## config.mk

```make
export PLATFORM = sky130hd
export DESIGN_NAME = quoted_field_tokenizer_flat
export DESIGN_NICKNAME = d
export VERILOG_FILES = /design/src/rtl/qft_pkg.sv /design/src/rtl/qft_if.sv /design/src/rtl/qft_classify.sv /design/src/rtl/qft_engine.sv /design/src/rtl/qft_result_queue.sv /design/src/rtl/quoted_field_tokenizer.sv /design/src/flat_wrapper.sv
export SDC_FILE = /design/constraint.sdc
export NUM_CORES = 1
export LEC_CHECK = 0
export ABC_AREA = 1
export BUFFER_PORTS_ARGS = -buffer_cell sky130_fd_sc_hd__buf_2
export CELL_PAD_IN_SITES_DETAIL_PLACEMENT = 0
export CELL_PAD_IN_SITES_GLOBAL_PLACEMENT = 1
export CORE_ASPECT_RATIO = 1.1
export CORE_MARGIN = 2
export CORE_UTILIZATION = 49
export DETAILED_ROUTE_END_ITERATION = 10
export PLACE_DENSITY = 0.95
export SLEW_MARGIN = 5
export SYNTH_ARGS = -nofsm -noshare
export SYNTH_HDL_FRONTEND = slang
export SYNTH_HIERARCHICAL = 1
export SYNTH_SLANG_ARGS = --single-unit
export TNS_END_PERCENT = 10
```

## constraint.sdc

```tcl
create_clock -name clk -period 17.41 [get_ports clk]
set_input_delay 1.741 -clock clk [delete_from_list [all_inputs] [get_ports clk]]
set_output_delay 1.741 -clock clk [all_outputs]
set_load 0.02 [all_outputs]
```

## src/rtl/qft_pkg.sv

```systemverilog
// shared types, constants and codes for the quoted field tokenizer
`timescale 1ns / 1ps
package qft_pkg;

  localparam int SET_SLOTS      = 8;
  localparam int QUOTE_PAIRS    = 4;
  localparam int DEPTH_BITS_DEF = 8;

  localparam int SET_SCAN   = (SET_SLOTS < 8) ? SET_SLOTS : 8;
  localparam int QUOTE_SCAN = (QUOTE_PAIRS < 4) ? QUOTE_PAIRS : 4;
  localparam int SIDX_W     = (SET_SCAN > 1) ? $clog2(SET_SCAN) : 1;
  localparam int QIDX_W     = (QUOTE_SCAN > 1) ? $clog2(QUOTE_SCAN) : 1;

  localparam int TOKEN_LEN_W = 12;
  localparam int CAP_W       = 13;
  localparam int CFG_IDX_W   = 3;
  localparam int CFG_DATA_W  = 64;

  localparam int MAX_RESULTS = 3;
  localparam int PUSH_W      = $clog2(MAX_RESULTS + 1);
  localparam int QUEUE_DEPTH = 4;

  localparam logic signed [3:0] BRK_NONE  = -4'sd1;
  localparam logic signed [2:0] QIDX_NONE = -3'sd1;

  typedef enum logic [1:0] {
    KIND_CHAR  = 2'd0,
    KIND_TOKEN = 2'd1,
    KIND_LINE  = 2'd2,
    KIND_ERROR = 2'd3
  } kind_t;

  typedef enum logic [CFG_IDX_W-1:0] {
    CFG_WHITE = 3'd0,
    CFG_DELIM = 3'd1,
    CFG_OPEN  = 3'd2,
    CFG_CLOSE = 3'd3,
    CFG_ESC   = 3'd4,
    CFG_CAP   = 3'd5
  } cfg_idx_t;

  typedef struct packed {
    logic [63:0]      white;
    logic [63:0]      delim;
    logic [31:0]      open_q;
    logic [31:0]      close_q;
    logic [7:0]       esc;
    logic [CAP_W-1:0] cap;
  } cfg_t;

  localparam cfg_t CFG_RESET = '{
    white:   64'h0920,
    delim:   64'h002C,
    open_q:  32'h2722,
    close_q: 32'h2722,
    esc:     8'h00,
    cap:     13'd256
  };

  typedef struct packed {
    logic              d_hit;
    logic [SIDX_W-1:0] d_idx;
    logic              o_hit;
    logic [QIDX_W-1:0] o_idx;
    logic              o_closes;
    logic              k_hit;
    logic [QIDX_W-1:0] k_idx;
    logic              w_hit;
    logic              e_hit;
  } class_t;

  typedef struct packed {
    kind_t                   kind;
    logic [7:0]              token_char;
    logic signed [3:0]       break_index;
    logic signed [2:0]       quote_index;
    logic [TOKEN_LEN_W-1:0]  token_length;
    logic                    last;
  } result_t;

  typedef struct packed {
    logic [PUSH_W-1:0]                count;
    result_t [MAX_RESULTS-1:0]        item;
  } push_t;

endpackage

```

## src/rtl/qft_if.sv

```systemverilog
// input and result channel interfaces of the tokenizer
`timescale 1ns / 1ps
interface qft_in_if;
  import qft_pkg::*;
  logic       valid;
  logic       ready;
  logic [7:0] char_value;
  logic       line_end;

  modport source (output valid, output char_value, output line_end, input ready);
  modport sink (input valid, input char_value, input line_end, output ready);
endinterface

interface qft_out_if;
  import qft_pkg::*;
  logic                   valid;
  logic                   ready;
  logic [1:0]             kind;
  logic [7:0]             token_char;
  logic signed [3:0]      break_index;
  logic signed [2:0]      quote_index;
  logic [TOKEN_LEN_W-1:0] token_length;
  logic                   last;

  modport source (output valid, output kind, output token_char, output break_index,
                  output quote_index, output token_length, output last, input ready);
  modport sink (input valid, input kind, input token_char, input break_index,
                input quote_index, input token_length, input last, output ready);
endinterface

```

## src/rtl/qft_classify.sv

```systemverilog
// parallel character set matching for one input character
`timescale 1ns / 1ps
module qft_classify (
  input  logic [7:0]      char_value,
  input  qft_pkg::cfg_t   cfg,
  output qft_pkg::class_t cl
);
  import qft_pkg::*;

  // returns {hit, slot}; a zero byte ends the list
  function automatic logic [3:0] find_slot(input logic [63:0] list, input int slots,
                                           input logic [7:0] ch);
    logic       alive;
    logic [3:0] r;
    alive = 1'b1;
    r = '0;
    for (int i = 0; i < 8; i++) begin
      if (i < slots && alive && !r[3]) begin
        if (list[8*i +: 8] == 8'd0) begin
          alive = 1'b0;
        end else if (list[8*i +: 8] == ch) begin
          r = {1'b1, 3'(i)};
        end
      end
    end
    return r;
  endfunction

  logic [3:0] d_f, o_f, k_f, w_f;

  assign d_f = find_slot(cfg.delim, SET_SCAN, char_value);
  assign w_f = find_slot(cfg.white, SET_SCAN, char_value);
  assign o_f = find_slot({32'd0, cfg.open_q}, QUOTE_SCAN, char_value);
  assign k_f = find_slot({32'd0, cfg.close_q}, QUOTE_SCAN, char_value);

  always_comb begin
    cl.d_hit    = d_f[3];
    cl.d_idx    = SIDX_W'(d_f[2:0]);
    cl.o_hit    = o_f[3];
    cl.o_idx    = QIDX_W'(o_f[2:0]);
    cl.o_closes = (cfg.close_q[{cl.o_idx, 3'b000} +: 8] == char_value);
    cl.k_hit    = k_f[3];
    cl.k_idx    = QIDX_W'(k_f[2:0]);
    cl.w_hit    = w_f[3];
    cl.e_hit    = (cfg.esc != 8'd0) && (cfg.esc == char_value);
  end

endmodule

```

## src/rtl/qft_engine.sv

```systemverilog
// tokenizer state machine and per-transaction result generation
`timescale 1ns / 1ps
module qft_engine #(
  parameter int DEPTH_BITS = qft_pkg::DEPTH_BITS_DEF
) (
  input  logic            clk,
  input  logic            rst_n,
  input  logic            accept,
  input  logic [7:0]      char_value,
  input  logic            line_end,
  input  qft_pkg::cfg_t   cfg,
  input  qft_pkg::class_t cl,
  output qft_pkg::push_t  push
);
  import qft_pkg::*;

  typedef enum logic [1:0] {ST_WHITE, ST_TOKEN, ST_QUOTE, ST_AFTER} st_t;

  typedef struct packed {
    st_t                                   st;
    logic                                  aq_vld;
    logic [QIDX_W-1:0]                     aq_idx;
    logic [QUOTE_SCAN-1:0][DEPTH_BITS-1:0] dep;
    logic [TOKEN_LEN_W-1:0]                cnt;
    logic                                  esc;
    logic                                  started;
  } tok_t;

  localparam tok_t TOK_CLEAR = '{
    st: ST_WHITE, aq_vld: 1'b0, aq_idx: '0, dep: '0, cnt: '0, esc: 1'b0, started: 1'b0
  };

  localparam logic [DEPTH_BITS-1:0] DEPTH_MAX = '1;

  function automatic result_t mk_res(input kind_t k, input logic [7:0] ch,
                                     input logic signed [3:0] b, input logic signed [2:0] q,
                                     input logic [TOKEN_LEN_W-1:0] len);
    result_t r;
    r.kind         = k;
    r.token_char   = ch;
    r.break_index  = b;
    r.quote_index  = q;
    r.token_length = len;
    r.last         = 1'b0;
    return r;
  endfunction

  function automatic logic can_store(input logic [TOKEN_LEN_W-1:0] cnt,
                                     input logic [CAP_W-1:0] cap);
    return (({1'b0, cnt} + CAP_W'(1)) < cap) && (cnt != '1);
  endfunction

  function automatic logic signed [2:0] quote_of(input tok_t t);
    return t.aq_vld ? $signed(3'(t.aq_idx)) : QIDX_NONE;
  endfunction

  tok_t  tok_r, tok_nxt;
  logic  disc_r, disc_nxt;
  push_t pw;

  always_comb begin
    tok_t              t;
    logic              again;
    logic              do_store;
    logic              do_finish;
    logic signed [3:0] fin_brk;
    t         = tok_r;
    disc_nxt  = disc_r;
    again     = 1'b0;
    do_store  = 1'b0;
    do_finish = 1'b0;
    fin_brk   = BRK_NONE;
    pw.count  = '0;
    for (int j = 0; j < MAX_RESULTS; j++) begin
      pw.item[j] = mk_res(KIND_CHAR, 8'd0, BRK_NONE, QIDX_NONE, '0);
    end

    if (line_end) begin
      if (!disc_r) begin
        if (t.esc && can_store(t.cnt, cfg.cap)) begin
          t.cnt = t.cnt + TOKEN_LEN_W'(1);
          pw.item[pw.count] = mk_res(KIND_CHAR, cfg.esc, BRK_NONE, QIDX_NONE, '0);
          pw.count = pw.count + PUSH_W'(1);
        end
        if (t.started) begin
          pw.item[pw.count] = mk_res(KIND_TOKEN, 8'd0, BRK_NONE, quote_of(t), t.cnt);
          pw.count = pw.count + PUSH_W'(1);
        end
      end
      pw.item[pw.count] = mk_res(KIND_LINE, 8'd0, BRK_NONE, QIDX_NONE, '0);
      pw.count = pw.count + PUSH_W'(1);
      t = TOK_CLEAR;
      disc_nxt = 1'b0;
    end else if (!disc_r) begin
      if (t.esc) begin
        t.esc = 1'b0;
        if (t.st == ST_AFTER) begin
          pw.item[pw.count] = mk_res(KIND_TOKEN, 8'd0, BRK_NONE, quote_of(t), t.cnt);
          pw.count = pw.count + PUSH_W'(1);
          t = TOK_CLEAR;
          t.st = ST_TOKEN;
          t.started = 1'b1;
        end
        if (can_store(t.cnt, cfg.cap)) begin
          t.cnt = t.cnt + TOKEN_LEN_W'(1);
          pw.item[pw.count] = mk_res(KIND_CHAR, char_value, BRK_NONE, QIDX_NONE, '0);
          pw.count = pw.count + PUSH_W'(1);
        end
      end else begin
        // a cut-short token hands the character to a second pass in white state
        for (int p = 0; p < 2; p++) begin
          if (p == 0 || again) begin
            again     = 1'b0;
            do_store  = 1'b0;
            do_finish = 1'b0;
            fin_brk   = BRK_NONE;
            t.started = 1'b1;
            if (cl.d_hit) begin
              if (t.st == ST_QUOTE) begin
                do_store = 1'b1;
              end else begin
                do_finish = 1'b1;
                fin_brk = $signed(4'(cl.d_idx));
              end
            end else if (cl.o_hit) begin
              unique case (t.st)
                ST_WHITE: begin
                  t.st = ST_QUOTE;
                  t.aq_vld = 1'b1;
                  t.aq_idx = cl.o_idx;
                  if (t.dep[cl.o_idx] != DEPTH_MAX) begin
                    t.dep[cl.o_idx] = t.dep[cl.o_idx] + DEPTH_BITS'(1);
                  end
                end
                ST_QUOTE: begin
                  if (t.aq_vld && t.aq_idx == cl.o_idx) begin
                    if (cl.o_closes && cl.k_hit) begin
                      t.st = ST_AFTER;
                      if (t.dep[cl.o_idx] != '0) begin
                        t.dep[cl.o_idx] = t.dep[cl.o_idx] - DEPTH_BITS'(1);
                      end
                    end else begin
                      if (t.dep[cl.o_idx] != DEPTH_MAX) begin
                        t.dep[cl.o_idx] = t.dep[cl.o_idx] + DEPTH_BITS'(1);
                      end
                      do_store = 1'b1;
                    end
                  end else begin
                    do_store = 1'b1;
                  end
                end
                default: begin
                  do_finish = 1'b1;
                  again = 1'b1;
                end
              endcase
            end else if (cl.k_hit) begin
              if (t.st == ST_QUOTE) begin
                if (t.dep[cl.k_idx] > DEPTH_BITS'(1)) begin
                  do_store = 1'b1;
                  t.dep[cl.k_idx] = t.dep[cl.k_idx] - DEPTH_BITS'(1);
                end else if (t.dep[cl.k_idx] == '0) begin
                  do_store = 1'b1;
                end else begin
                  t.st = ST_AFTER;
                  t.dep[cl.k_idx] = '0;
                end
              end else begin
                pw.item[pw.count] = mk_res(KIND_ERROR, 8'd0, BRK_NONE,
                                           $signed(3'(cl.k_idx)), '0);
                pw.count = pw.count + PUSH_W'(1);
                disc_nxt = 1'b1;
              end
            end else if (cl.w_hit) begin
              if (t.st == ST_TOKEN) begin
                t.st = ST_AFTER;
              end else if (t.st == ST_QUOTE) begin
                do_store = 1'b1;
              end
            end else if (cl.e_hit) begin
              if (t.st == ST_WHITE) begin
                t.st = ST_TOKEN;
              end
              t.esc = 1'b1;
            end else if (t.st == ST_AFTER) begin
              do_finish = 1'b1;
              again = 1'b1;
            end else begin
              if (t.st == ST_WHITE) begin
                t.st = ST_TOKEN;
              end
              do_store = 1'b1;
            end

            if (do_finish) begin
              pw.item[pw.count] = mk_res(KIND_TOKEN, 8'd0, fin_brk, quote_of(t), t.cnt);
              pw.count = pw.count + PUSH_W'(1);
              t = TOK_CLEAR;
            end
            if (do_store && can_store(t.cnt, cfg.cap)) begin
              t.cnt = t.cnt + TOKEN_LEN_W'(1);
              pw.item[pw.count] = mk_res(KIND_CHAR, char_value, BRK_NONE, QIDX_NONE, '0);
              pw.count = pw.count + PUSH_W'(1);
            end
          end
        end
      end
    end

    if (pw.count != '0) begin
      pw.item[pw.count - PUSH_W'(1)].last = 1'b1;
    end
    tok_nxt = t;
  end

  assign push = accept ? pw : '0;

  always_ff @(posedge clk) begin
    if (!rst_n) begin
      tok_r  <= TOK_CLEAR;
      disc_r <= 1'b0;
    end else if (accept) begin
      tok_r  <= tok_nxt;
      disc_r <= disc_nxt;
    end
  end

`ifndef NO_ASSERTIONS
  a_discard_silent: assert property (@(posedge clk) disable iff (!rst_n)
    accept && !line_end && disc_r |-> push.count == '0)
    else $error("result produced while discarding rest of line");

  a_line_end_clears: assert property (@(posedge clk) disable iff (!rst_n)
    accept && line_end |=> tok_r.st == ST_WHITE && !disc_r && !tok_r.started)
    else $error("line end did not return scanner to white state");

  a_discard_holds: assert property (@(posedge clk) disable iff (!rst_n)
    disc_r && !(accept && line_end) |=> disc_r)
    else $error("discard mode left before line end");
`endif

endmodule

```

## src/rtl/qft_result_queue.sv

```systemverilog
// small result queue taking up to three results per transaction
`timescale 1ns / 1ps
module qft_result_queue (
  input  logic             clk,
  input  logic             rst_n,
  input  qft_pkg::push_t   push,
  output logic             in_ready,
  qft_out_if.source        out_ch
);
  import qft_pkg::*;

  localparam int QPTR_W = $clog2(QUEUE_DEPTH);
  localparam int CNT_W  = QPTR_W + 1;

  result_t           mem_r [QUEUE_DEPTH];
  logic [QPTR_W-1:0] head_r, head_nxt, tail;
  logic [CNT_W-1:0]  count_r, count_nxt;
  logic              pop;
  result_t           head_item;

  assign tail      = head_r + count_r[QPTR_W-1:0];
  assign head_item = mem_r[head_r];
  assign pop       = out_ch.valid && out_ch.ready;
  assign in_ready  = (count_r <= CNT_W'(QUEUE_DEPTH - MAX_RESULTS));
  assign head_nxt  = pop ? head_r + QPTR_W'(1) : head_r;
  assign count_nxt = count_r + CNT_W'(push.count) - CNT_W'(pop);

  always_ff @(posedge clk) begin
    if (!rst_n) begin
      head_r  <= '0;
      count_r <= '0;
    end else begin
      head_r  <= head_nxt;
      count_r <= count_nxt;
    end
    for (int e = 0; e < QUEUE_DEPTH; e++) begin
      for (int j = 0; j < MAX_RESULTS; j++) begin
        if (PUSH_W'(j) < push.count && QPTR_W'(tail + QPTR_W'(j)) == QPTR_W'(e)) begin
          mem_r[e] <= push.item[j];
        end
      end
    end
  end

  assign out_ch.valid        = (count_r != '0);
  assign out_ch.kind         = head_item.kind;
  assign out_ch.token_char   = head_item.token_char;
  assign out_ch.break_index  = head_item.break_index;
  assign out_ch.quote_index  = head_item.quote_index;
  assign out_ch.token_length = head_item.token_length;
  assign out_ch.last         = head_item.last;

`ifndef NO_ASSERTIONS
  a_no_overflow: assert property (@(posedge clk) disable iff (!rst_n)
    count_r <= CNT_W'(QUEUE_DEPTH))
    else $error("result queue overflow");

  a_push_has_room: assert property (@(posedge clk) disable iff (!rst_n)
    push.count != '0 |-> count_r <= CNT_W'(QUEUE_DEPTH - MAX_RESULTS))
    else $error("results pushed without room in queue");
`endif

endmodule

```

## src/rtl/quoted_field_tokenizer.sv

```systemverilog
// top level of the quoted field tokenizer: configuration registers and datapath
// Takes one character or line-end transaction per clock and cuts lines into
// tokens using the configured whitespace, delimiter, quote and escape sets,
// all matched by parallel compares in the cycle the transaction is accepted.
// Each transaction yields zero to three results, written into a four-entry
// result queue; the first, if the queue was empty, is offered on the result
// channel in the next cycle, and the queue delivers one result per cycle while
// the sink is ready. Input is accepted whenever the queue holds at most one
// result, so with one result per transaction and a ready sink the block sustains
// one transaction per cycle; transactions that yield more results are paced by
// the one-per-cycle queue drain. Configuration writes take effect next cycle.
`timescale 1ns / 1ps
module quoted_field_tokenizer #(
  parameter int DEPTH_BITS = qft_pkg::DEPTH_BITS_DEF
) (
  input  logic                           clk,
  input  logic                           rst_n,
  qft_in_if.sink                         in_ch,
  qft_out_if.source                      out_ch,
  input  logic                           cfg_we,
  input  logic [qft_pkg::CFG_IDX_W-1:0]  cfg_index,
  input  logic [qft_pkg::CFG_DATA_W-1:0] cfg_wdata
);
  import qft_pkg::*;

  cfg_t   cfg_r;
  class_t cl;
  push_t  push;
  logic   q_ready;
  logic   accept;

  assign in_ch.ready = q_ready;
  assign accept      = in_ch.valid && q_ready;

  always_ff @(posedge clk) begin
    if (!rst_n) begin
      cfg_r <= CFG_RESET;
    end else if (cfg_we) begin
      unique case (cfg_index)
        CFG_WHITE: cfg_r.white   <= cfg_wdata;
        CFG_DELIM: cfg_r.delim   <= cfg_wdata;
        CFG_OPEN:  cfg_r.open_q  <= cfg_wdata[31:0];
        CFG_CLOSE: cfg_r.close_q <= cfg_wdata[31:0];
        CFG_ESC:   cfg_r.esc     <= cfg_wdata[7:0];
        CFG_CAP:   cfg_r.cap     <= cfg_wdata[CAP_W-1:0];
        default: ;
      endcase
    end
  end

  qft_classify u_classify (
    .char_value (in_ch.char_value),
    .cfg        (cfg_r),
    .cl         (cl)
  );

  qft_engine #(
    .DEPTH_BITS (DEPTH_BITS)
  ) u_engine (
    .clk        (clk),
    .rst_n      (rst_n),
    .accept     (accept),
    .char_value (in_ch.char_value),
    .line_end   (in_ch.line_end),
    .cfg        (cfg_r),
    .cl         (cl),
    .push       (push)
  );

  qft_result_queue u_queue (
    .clk      (clk),
    .rst_n    (rst_n),
    .push     (push),
    .in_ready (q_ready),
    .out_ch   (out_ch)
  );

endmodule
```

## src/flat_wrapper.sv

```systemverilog
// flat-port wrapper written by rule: the top's interface ports become plain ports
module quoted_field_tokenizer_flat import qft_pkg::*;
#(
  parameter int DEPTH_BITS = qft_pkg::DEPTH_BITS_DEF
)
  (clk, rst_n, cfg_we, cfg_index, cfg_wdata, in_ch_valid, in_ch_char_value, in_ch_line_end, in_ch_ready, out_ch_valid, out_ch_kind, out_ch_token_char, out_ch_break_index, out_ch_quote_index, out_ch_token_length, out_ch_last, out_ch_ready);
  qft_in_if in_ch_i ();
  qft_out_if out_ch_i ();
  input  logic clk;
  input  logic rst_n;
  input  logic cfg_we;
  input  logic [qft_pkg::CFG_IDX_W-1:0] cfg_index;
  input  logic [qft_pkg::CFG_DATA_W-1:0] cfg_wdata;
  input wire logic [$bits(in_ch_i.valid)-1:0] in_ch_valid;
  input wire logic [$bits(in_ch_i.char_value)-1:0] in_ch_char_value;
  input wire logic [$bits(in_ch_i.line_end)-1:0] in_ch_line_end;
  output wire logic [$bits(in_ch_i.ready)-1:0] in_ch_ready;
  output wire logic [$bits(out_ch_i.valid)-1:0] out_ch_valid;
  output wire logic [$bits(out_ch_i.kind)-1:0] out_ch_kind;
  output wire logic [$bits(out_ch_i.token_char)-1:0] out_ch_token_char;
  output wire logic [$bits(out_ch_i.break_index)-1:0] out_ch_break_index;
  output wire logic [$bits(out_ch_i.quote_index)-1:0] out_ch_quote_index;
  output wire logic [$bits(out_ch_i.token_length)-1:0] out_ch_token_length;
  output wire logic [$bits(out_ch_i.last)-1:0] out_ch_last;
  input wire logic [$bits(out_ch_i.ready)-1:0] out_ch_ready;
  assign in_ch_i.valid = in_ch_valid;
  assign in_ch_i.char_value = in_ch_char_value;
  assign in_ch_i.line_end = in_ch_line_end;
  assign in_ch_ready = in_ch_i.ready;
  assign out_ch_valid = out_ch_i.valid;
  assign out_ch_kind = out_ch_i.kind;
  assign out_ch_token_char = out_ch_i.token_char;
  assign out_ch_break_index = out_ch_i.break_index;
  assign out_ch_quote_index = out_ch_i.quote_index;
  assign out_ch_token_length = out_ch_i.token_length;
  assign out_ch_last = out_ch_i.last;
  assign out_ch_i.ready = out_ch_ready;
  quoted_field_tokenizer #(.DEPTH_BITS(DEPTH_BITS)) u_core (.clk(clk), .rst_n(rst_n), .in_ch(in_ch_i), .out_ch(out_ch_i), .cfg_we(cfg_we), .cfg_index(cfg_index), .cfg_wdata(cfg_wdata));
endmodule
```

Word-level counts from Yosys, hierarchy flattened
Memories as Yosys holds them, arrays and structs flattened. A register that Yosys moved wholly into a read port is not among the register bits.
Cells that the tools add are included.
{"block": "word_totals", "word_cells": 698, "register_bits": 270, "ramBits": 120, "mem_count": 1, "input_bits": 81, "output_inout_bits": 32}
{"block": "op_classes", "n_lt_le_gt_ge": 32, "n_shift": 1, "bitwise_logic": 14, "n_addsub": 29, "eq_ne": 56, "reduce_logical": 123, "muxes": 423}
{"memory": "u_core.u_queue.mem_r", "depth": 4, "width": 30, "rd": 1, "rd_ports_with_merged_regs": 1, "wr": 4, "line": "qft_result_queue.sv:15", "rtl": "result_t mem_r [QUEUE_DEPTH];"}
{"operator": "two-way mux 92 bit", "count": 31}
{"operator": "two-way mux 51 bit", "count": 20}
{"operator": "two-way mux 30 bit", "count": 28}
{"operator": "bitwise mux 90 bit", "count": 8}
{"operator": "two-way mux 32 bit", "count": 18}
{"operator": "demux 30 bit (select 2 bit)", "count": 9}
{"operator": "two-way mux 37 bit", "count": 9}
{"operator": "two-way mux 4 bit", "count": 79}
{"operator": "== test 8 bit", "count": 26}
{"operator": "logical NOT 8 bit", "count": 26}
{"operator": "bitwise mux 32 bit", "count": 6}
{"operator": "two-way mux 1 bit", "count": 149}
{"operator": "case mux 32 bit (2 select lines)", "count": 2}
{"operator": "two-way mux 90 bit", "count": 1}
{"operator": "two-way mux 12 bit", "count": 6}
{"operator": "two-way mux 2 bit", "count": 34}
{"operator": "bitwise AND 66 bit", "count": 1}
{"operator": "inverter 66 bit", "count": 1}
{"operator": "bitwise AND 32 bit", "count": 2}
{"operator": "binary-select mux 8 bit (select 2 bit)", "count": 4}
{"operator": "logical AND 1 bit", "count": 56}
{"operator": "adder 12 x 1 -> 13 bit, second input constant", "count": 4}
{"operator": "< comparator 13 bit", "count": 4}
{"operator": "adder 12 x 1 -> 12 bit, second input constant", "count": 4}
{"operator": "other kinds (43)", "count": 150}

Longest topological paths before layout
Gate-level depths: netlist (run 1).
{"block": "depth", "word_depth": 93, "mapped_depth": 77, "depth_no_buf": 70}

Hierarchy
Netlist (run 1), hierarchy kept.
{"module": "qft_engine", "seq_area_each_um2": 1041.0, "instances": 1, "cells_each": 2801, "area_each_um2": 14441.4}
{"module": "quoted_field_tokenizer", "seq_area_each_um2": 4264.1, "instances": 1, "cells_each": 1221, "area_each_um2": 8434.3}
{"module": "qft_result_queue", "seq_area_each_um2": 3743.6, "instances": 1, "cells_each": 1112, "area_each_um2": 8107.8}
{"module": "qft_classify", "seq_area_each_um2": 0.0, "instances": 1, "cells_each": 754, "area_each_um2": 4256.6}

Least setup slack after synthesis (run 1)
No wires, ideal clock.
{"block": "synth_path", "kind": "in2reg", "from": "input port in_ch_char_value[7]", "to": "memory u_core/u_queue/mem_r[2][0] in the netlist's numbering, enable pin", "cell_stages": 65, "required_ns": 16.951, "n_path_buf": 7, "setup_time_ns": 0.459, "setup_slack_ns": 5.485, "arrival_time_ns": 11.466, "path_cell_list": "buf_6 -> buf_2 -> xnor2_1 -> nand4_1 -> nor2_1 -> nand2_1 -> o21ai_1 -> inv_1 -> nand2_1 -> nor2_1 -> nand2_1 -> nand2_1 -> nor2_2 -> o21a_1 -> nand2_1 -> inv_2 -> nand2_1 -> nor2_2 -> (+29 left out) -> xor2_1 -> ha_1 -> nand2_1 -> nor2_1 -> a211oi_1 -> o221ai_1 -> nor2_1 -> nand2_1 -> nor2_2 -> nand2_4 -> nand2_1 -> nand3_1 -> nand2_1 -> nand3_1 -> inv_1 -> buf_2 -> nor2_1 -> o21ai_0"}
{"element": "start: declaration", "line": "flat_wrapper.sv:15", "rtl": "input wire logic [$bits(in_ch_i.char_value)-1:0] in_ch_char_value;"}
{"element": "end: declaration", "line": "qft_result_queue.sv:15"}

==> impl_metrics.json, run 1 <==
{
  "netlist_area_sq_um": 35240,
  "tightest_slew_ns": 1.303,
  "grt_overflow_total": 0,
  "drt_wl_total_um": 128000,
  "vias": 38889,
  "internal_power_mw": 1.888,
  "die_area_sq_um": 74080,
  "hold_viol": 0,
  "dp_hpwl_um": 91540,
  "placed_cells": 6629,
  "nets": 5900,
  "peakVddDrop_mv": 0.07974,
  "postCtsSetupRepairBufs": 0,
  "post_cts_resized": 0,
  "reg2reg_depth": 64,
  "finalSetupTns_ns": 0,
  "r2r_start": "u_core/cfg_r[85]",
  "drive_above_1_share": 0.07005,
  "final_common_cell": "nand2_1",
  "ctsHoldBuffers": 0,
  "grt_max_degree": 98,
  "cts_sinks": 392,
  "start_util": 0.4927,
  "path_clk_slew_ns": 0.06,
  "power.switching_mw": 1.140,
  "htreeDepth": 2,
  "min_path_cells": 1,
  "hp-start": "u_core/u_queue/count_r[2]",
  "pwr-share-seq": 0.367,
  "rsz0062_at_grt": "false",
  "synth_top_area_share": 0.1932,
  "period_share": 0.8813,
  "drt_iter0_markers": 4438,
  "cap_viol_max_count": 0,
  "remaining_drc_errors": 0,
  "setup_viol": 0,
  "drv_slew": 0,
  "relSlewSlack": 0.1306,
  "antenna_found_initial": 0,
  "sw_frac_of_total": 0.3764,
  "die_w_um": 259.7,
  "ios": 113,
  "setup.worst_path.start_class": "input port",
  "wire_per_inst_um": 19.06,
  "cp.required_ns": 17.85,
  "clk_path_buf_depth": 3,
  "synth_warnings": 6,
  "r2r_slack_ns": 3.59,
  "min_to": "u_core/u_queue/count_r[2]",
  "port_buffers": 112,
  "insertion_delay_ns": 0.62,
  "synthTopCellsByArea": "nand2_1 (19%), dfxtp_1 (15%), edfxtp_1 (10%)",
  "cp_max_fo": 41,
  "worstPathArrival_ns": 15.79,
  "synth_seq_cells": 392,
  "gp_congestion": 0.9745,
  "critPathMostFrequentCell": "nand2_1",
  "crit_path_end_kind": "flop",
  "ctsRootBufferMaster": "clkbuf_16",
  "post-place-ws_ns": 1.897,
  "synth_edf_count": 120,
  "first_global_vias": 35154,
  "r2r-end": "u_core/u_queue/mem_r[2][9]",
  "finalNonFillerCells": 6713,
  "rows": 103,
  "cts_tree": "built",
  "hold_class": "reg -> reg",
  "die_h_um": 285.3,
  "grt_util_all_layers": 0.3351,
  "firstDrtPassIters": 7,
  "cts_made_buffers": 45,
  "layout_common_cells": "nand2_1 (1813), nor2_1 (694), nand3_1 (694)",
  "grt_pass1_wl_um": 200200,
  "fin_skew_ns": 0.04304,
  "synth_ff_type": "dfxtp_1",
  "fin_crit_ns": 15.34,
  "avgSynthCellArea_sq_um": 5.985,
  "critical_path_class": "in -> reg",
  "clkPwrFrac": 0.321,
  "fmax_ghz": 0.06518,
  "crit_slowest_cell": "nand2_1",
  "synthCells": 5888,
  "ant_nets": 0,
  "synth_top_cell_by_area": "nand2_1",
  "status": "finished clean",
  "coreArea_sq_um": 71520,
  "nFillCells": 7446,
  "max_stage_delay_ns": 1.02,
  "postSynth.asyncResetShare": 0,
  "vias_per_cell": 5.793,
  "p_comb_frac": 0.312,
  "yosysUniqueCellTypes": 75,
  "area_growth_pct": 5.447,
  "timing.final.ws_setup_ns": 2.067,
  "synth_seq_area_share": 0.2568,
  "p_leak_nw": 16.82,
  "p_per_area_nw_per_um2": 81.49,
  "startpoint": "in_ch_char_value[1]"
}
==> worst max-delay path, delay by kind of cell <==
kind	cells	cell delay (ns)
compound gates	8	1.12
xor+xnor	4	0.62
buf+inv	9	3.30
fa+ha+maj	3	0.82
simple gates	41	8.07
==> per-layer routing <==
metal  up-vias  routed length (um)  GRT usage
met3       373               11150    0.04587
li1      18881                   -          -
met5         -                   0          0
met2      1941               57600     0.5370
met1     17694               53310     0.4474
met4         0                5898     0.1503
==> Yosys cell counts (all sizes together) (20+ instances only) <==
library cell	n
edfxtp	120
nor2	739
dfxtp	272
a31oi	33
xor2	88
nand3	700
nor4	62
o211ai	42
ha	87
nor3	40
buf	245
inv	501
xnor2	102
a21oi	271
a211oi	21
nand2	1846
o21ai	265
nand4	125
o22ai	42
clkbuf	159
o31ai	20
==> worst max path at each step <==
| stage | to | slack [ns] | cells past startpoint |
|---|---|---|---|
| global route | u_core/u_queue/mem_r[2][10] | 0.91 | 65 |
| global placement | u_core/u_queue/mem_r[2][14] | 2.08 | 65 |
| CTS | u_core/u_queue/mem_r[2][10] | 2.45 | 65 |
| floorplan | u_core/u_queue/mem_r[2][0] | 5.49 | 65 |
| detailed placement | u_core/u_queue/mem_r[2][10] | 1.90 | 65 |
| finish | u_core/u_queue/mem_r[2][9] | 2.07 | 65 |
==> layout make-up <==
type / instances / area, sq um / area share
clock inverter: 26 / 296.5 / 0.007980
multi-input combinational: 4591 / 22340 / 0.6011
antenna: 1 / 2.502 / 0.00006734
clock buffer: 57 / 1201 / 0.03232
inverter: 513 / 1951 / 0.05249
sequential: 392 / 9051 / 0.2436
timing repair buffer: 188 / 1137 / 0.03061
tap: 945 / 1182 / 0.03182
==> state kept, by name, indices dropped and copies added (netlist names), named ones only <==
signal and cells:
u_core/cfg_r 213, u_core/u_engine/disc_r 1, u_core/u_engine/tok_r 51, u_core/u_queue/count_r 3, u_core/u_queue/head_r 2, u_core/u_queue/mem_r 120
==> logic make-up (layout without fill, tap and decap cells) <==
group / Yosys count / after routing / share of synthesized area
AO/OA/AOI/OAI: 758 / 758 / 0.1229
XOR/XNOR: 190 / 190 / 0.04743
adder cells (fa/ha/maj): 88 / 88 / 0.03146
buffers and inverters: 917 / 784 / 0.1123
flip-flops: 392 / 392 / 0.2568
other: 1 / 14 / 0.0001064
AND/OR/NAND/NOR: 3542 / 3542 / 0.4290
==> through the flow <==
stage	power, mW	cell area (sq um)	utilization	hold WS [ns]
2_1_floorplan	1.810	35290	-	0.4227
3_3_place_gp	2.050	35660	0.4986	0.4342
3_5_place_dp	2.060	35660	0.4986	0.4453
4_1_cts	3.031	37160	0.5195	0.4562
5_1_grt	3.185	37160	0.5195	0.4842
6_report	3.028	37160	0.5195	0.4559
==> power groups by stage <==
| stage | clock [mW] | sequential, mW | combinational (mW) |
|---|---|---|---|
| after floorplan | 0 | 1.11 | 0.697 |
| after global placement | 0 | 1.13 | 0.921 |
| after detailed placement | 0 | 1.13 | 0.930 |
| after CTS | 0.987 | 1.11 | 0.934 |
| after global routing | 1.02 | 1.12 | 1.04 |
| final | 0.973 | 1.11 | 0.943 |
Power figures use the tool's default switching activity.
==> run 2: changes to the inputs <==
- CORE_MARGIN: 2 -> 1
==> run 2 against run 1 <==
Net effect: sequential cell count did not move; total power shrank 0.38%; count of clock-buffer cells in the layout rose by 3; sequential power about the same.
==> impl_metrics.json, run 2 (same netlist as run 1, synthesis figures left out) <==
{
  "fin_crit_ns": 15.13,
  "nFillCells": 7401,
  "crit_slowest_cell": "clkinv_1",
  "placed_cells": 6622,
  "setup_viol": 0,
  "p_per_area_nw_per_um2": 81.32,
  "top_regs": "u_core/cfg_r (213), u_core/u_queue/mem_r (120), u_core/u_engine/tok_r (51)",
  "multi_input_area_sq_um": 22330,
  "gp_congestion": 0.9763,
  "hold_viol": 0,
  "postCtsSetupRepairBufs": 0,
  "first_global_vias": 35845,
  "worstPathArrival_ns": 15.59,
  "drt_wl_total_um": 131000,
  "crit_path_end_kind": "flop",
  "area_growth_pct": 5.269,
  "p_leak_nw": 16.81,
  "port_buffers": 112,
  "htreeDepth": 2,
  "fin_skew_ns": 0.03570,
  "cp_max_fo": 42,
  "routed.top_layer": "met5",
  "cts_tree": "built",
  "path_clk_slew_ns": 0.06,
  "grt_pass1_wl_um": 204700,
  "max_stage_delay_ns": 0.89,
  "vias_per_cell": 5.870,
  "die_area_sq_um": 73000,
  "diodes": 0,
  "antenna_found_initial": 1,
  "met3WireLength_um": 12520,
  "finish.instance_area_sq_um": 37100,
  "met1_length_um": 52710,
  "ctsRootBufferMaster": "clkbuf_16",
  "drt_iter0_markers": 4673,
  "critical_path_class": "in -> reg",
  "grt_util_all_layers": 0.3484,
  "die_w_um": 257.7,
  "rsz0062_at_grt": "false",
  "die_h_um": 283.3,
  "cts_sinks": 392,
  "post_cts_resized": 0,
  "fmax_ghz": 0.06610,
  "start_util": 0.4975,
  "grt_overflow_total": 0,
  "dp_hpwl_um": 91610,
  "cp.required_ns": 17.88,
  "layout_common_cells": "nand2_1 (1813), nand3_1 (694), nor2_1 (693)",
  "nets": 5902,
  "remaining_drc_errors": 0,
  "peakVddDrop_mv": 0.07670,
  "clk_path_buf_depth": 3,
  "tightest_slew_ns": 1.091,
  "place_area_sq_um": 35660,
  "hold_class": "reg -> reg",
  "cts_made_buffers": 45,
  "drive_above_1_share": 0.07040,
  "setup.worst_path.start_class": "input port",
  "grt_max_degree": 101,
  "final_common_cell": "nand2_1",
  "finalNonFillerCells": 6703,
  "cap_viol_max_count": 0,
  "coreArea_sq_um": 70830,
  "top_register": "u_core/cfg_r",
  "relSlewSlack": 0.2711,
  "status": "finished clean",
  "vias": 39344,
  "ctsHoldBuffers": 0,
  "wire_per_inst_um": 19.54,
  "period_share": 0.8689,
  "met2_length_um": 59300,
  "ios": 113,
  "ant_nets": 0,
  "insertion_delay_ns": 0.63,
  "seqCellArea_sq_um": 9051,
  "drv_slew": 0,
  "firstDrtPassIters": 8,
  "largest_reg_flops": 213,
  "finalSetupTns_ns": 0,
  "critPathMostFrequentCell": "nand2_1",
  "rows": 102
}
[run 2: cell count changes in the layout (fill, tap and decap cells not counted), sizes merged]
| cell | delta |
|---|---|
| clkbuf | +3 |
| buf | +2 |
| bufinv | -2 |
| clkinvlp | -2 |
| clkinv | -1 |
| diode | -1 |
[run 2: where the power goes]
part / internal (mW) / switching [mW] / total, mW
Combinational: 0.270 / 0.685 / 0.955
Clock: 0.529 / 0.426 / 0.956
Sequential: 1.06 / 0.0429 / 1.11
[run 2: worst paths after layout]
path | startpoint | endpoint | slack (ns) | cells past startpoint
min reg2reg | u_core/u_queue/count_r[2] | u_core/u_queue/count_r[2] | 0.46 | 1
max | in_ch_char_value[1] | u_core/u_queue/mem_r[2][9] | 2.28 | 63
min | u_core/u_queue/count_r[2] | u_core/u_queue/count_r[2] | 0.46 | 1
max reg2reg | u_core/cfg_r[89] | u_core/u_queue/mem_r[2][9] | 3.78 | 62
[run 2: area by class of cell]
class,instances,area share
Tap cell,936,0.03157
Multi-Input combinational cell,4591,0.6020
Clock buffer,60,0.03299
Clock inverter,21,0.005835
Timing Repair Buffer,190,0.03106
Inverter,513,0.05258
Sequential cell,392,0.2440
[run 2: stage by stage]
stage / hold slack [ns] / power, mW / worst slack, ns / utilization
floorplan: 0.4227 / 1.810 / 5.485 / -
global placement: 0.4383 / 2.053 / 2.305 / 0.5034
detailed placement: 0.4510 / 2.066 / 2.032 / 0.5034
CTS: 0.4608 / 3.013 / 2.616 / 0.5237
global route: 0.4728 / 3.164 / 1.040 / 0.5237
finish: 0.4639 / 3.017 / 2.282 / 0.5237
[run 2: worst max-delay path: cells and delay by family]
family,cells,cell delay (ns)
buf+inv,12,4.19
xor+xnor,3,0.51
fa+ha+maj,2,0.57
compound gates,8,1.19
simple gates,38,7.26
[run 2: metal layers]
| metal | track usage | up-vias |
|---|---|---|
| met4 | 0.1643 | 2 |
| met2 | 0.5587 | 2133 |
| met5 | 0 | - |
| met3 | 0.05233 | 398 |
| li1 | - | 18871 |
| met1 | 0.4572 | 17940 |
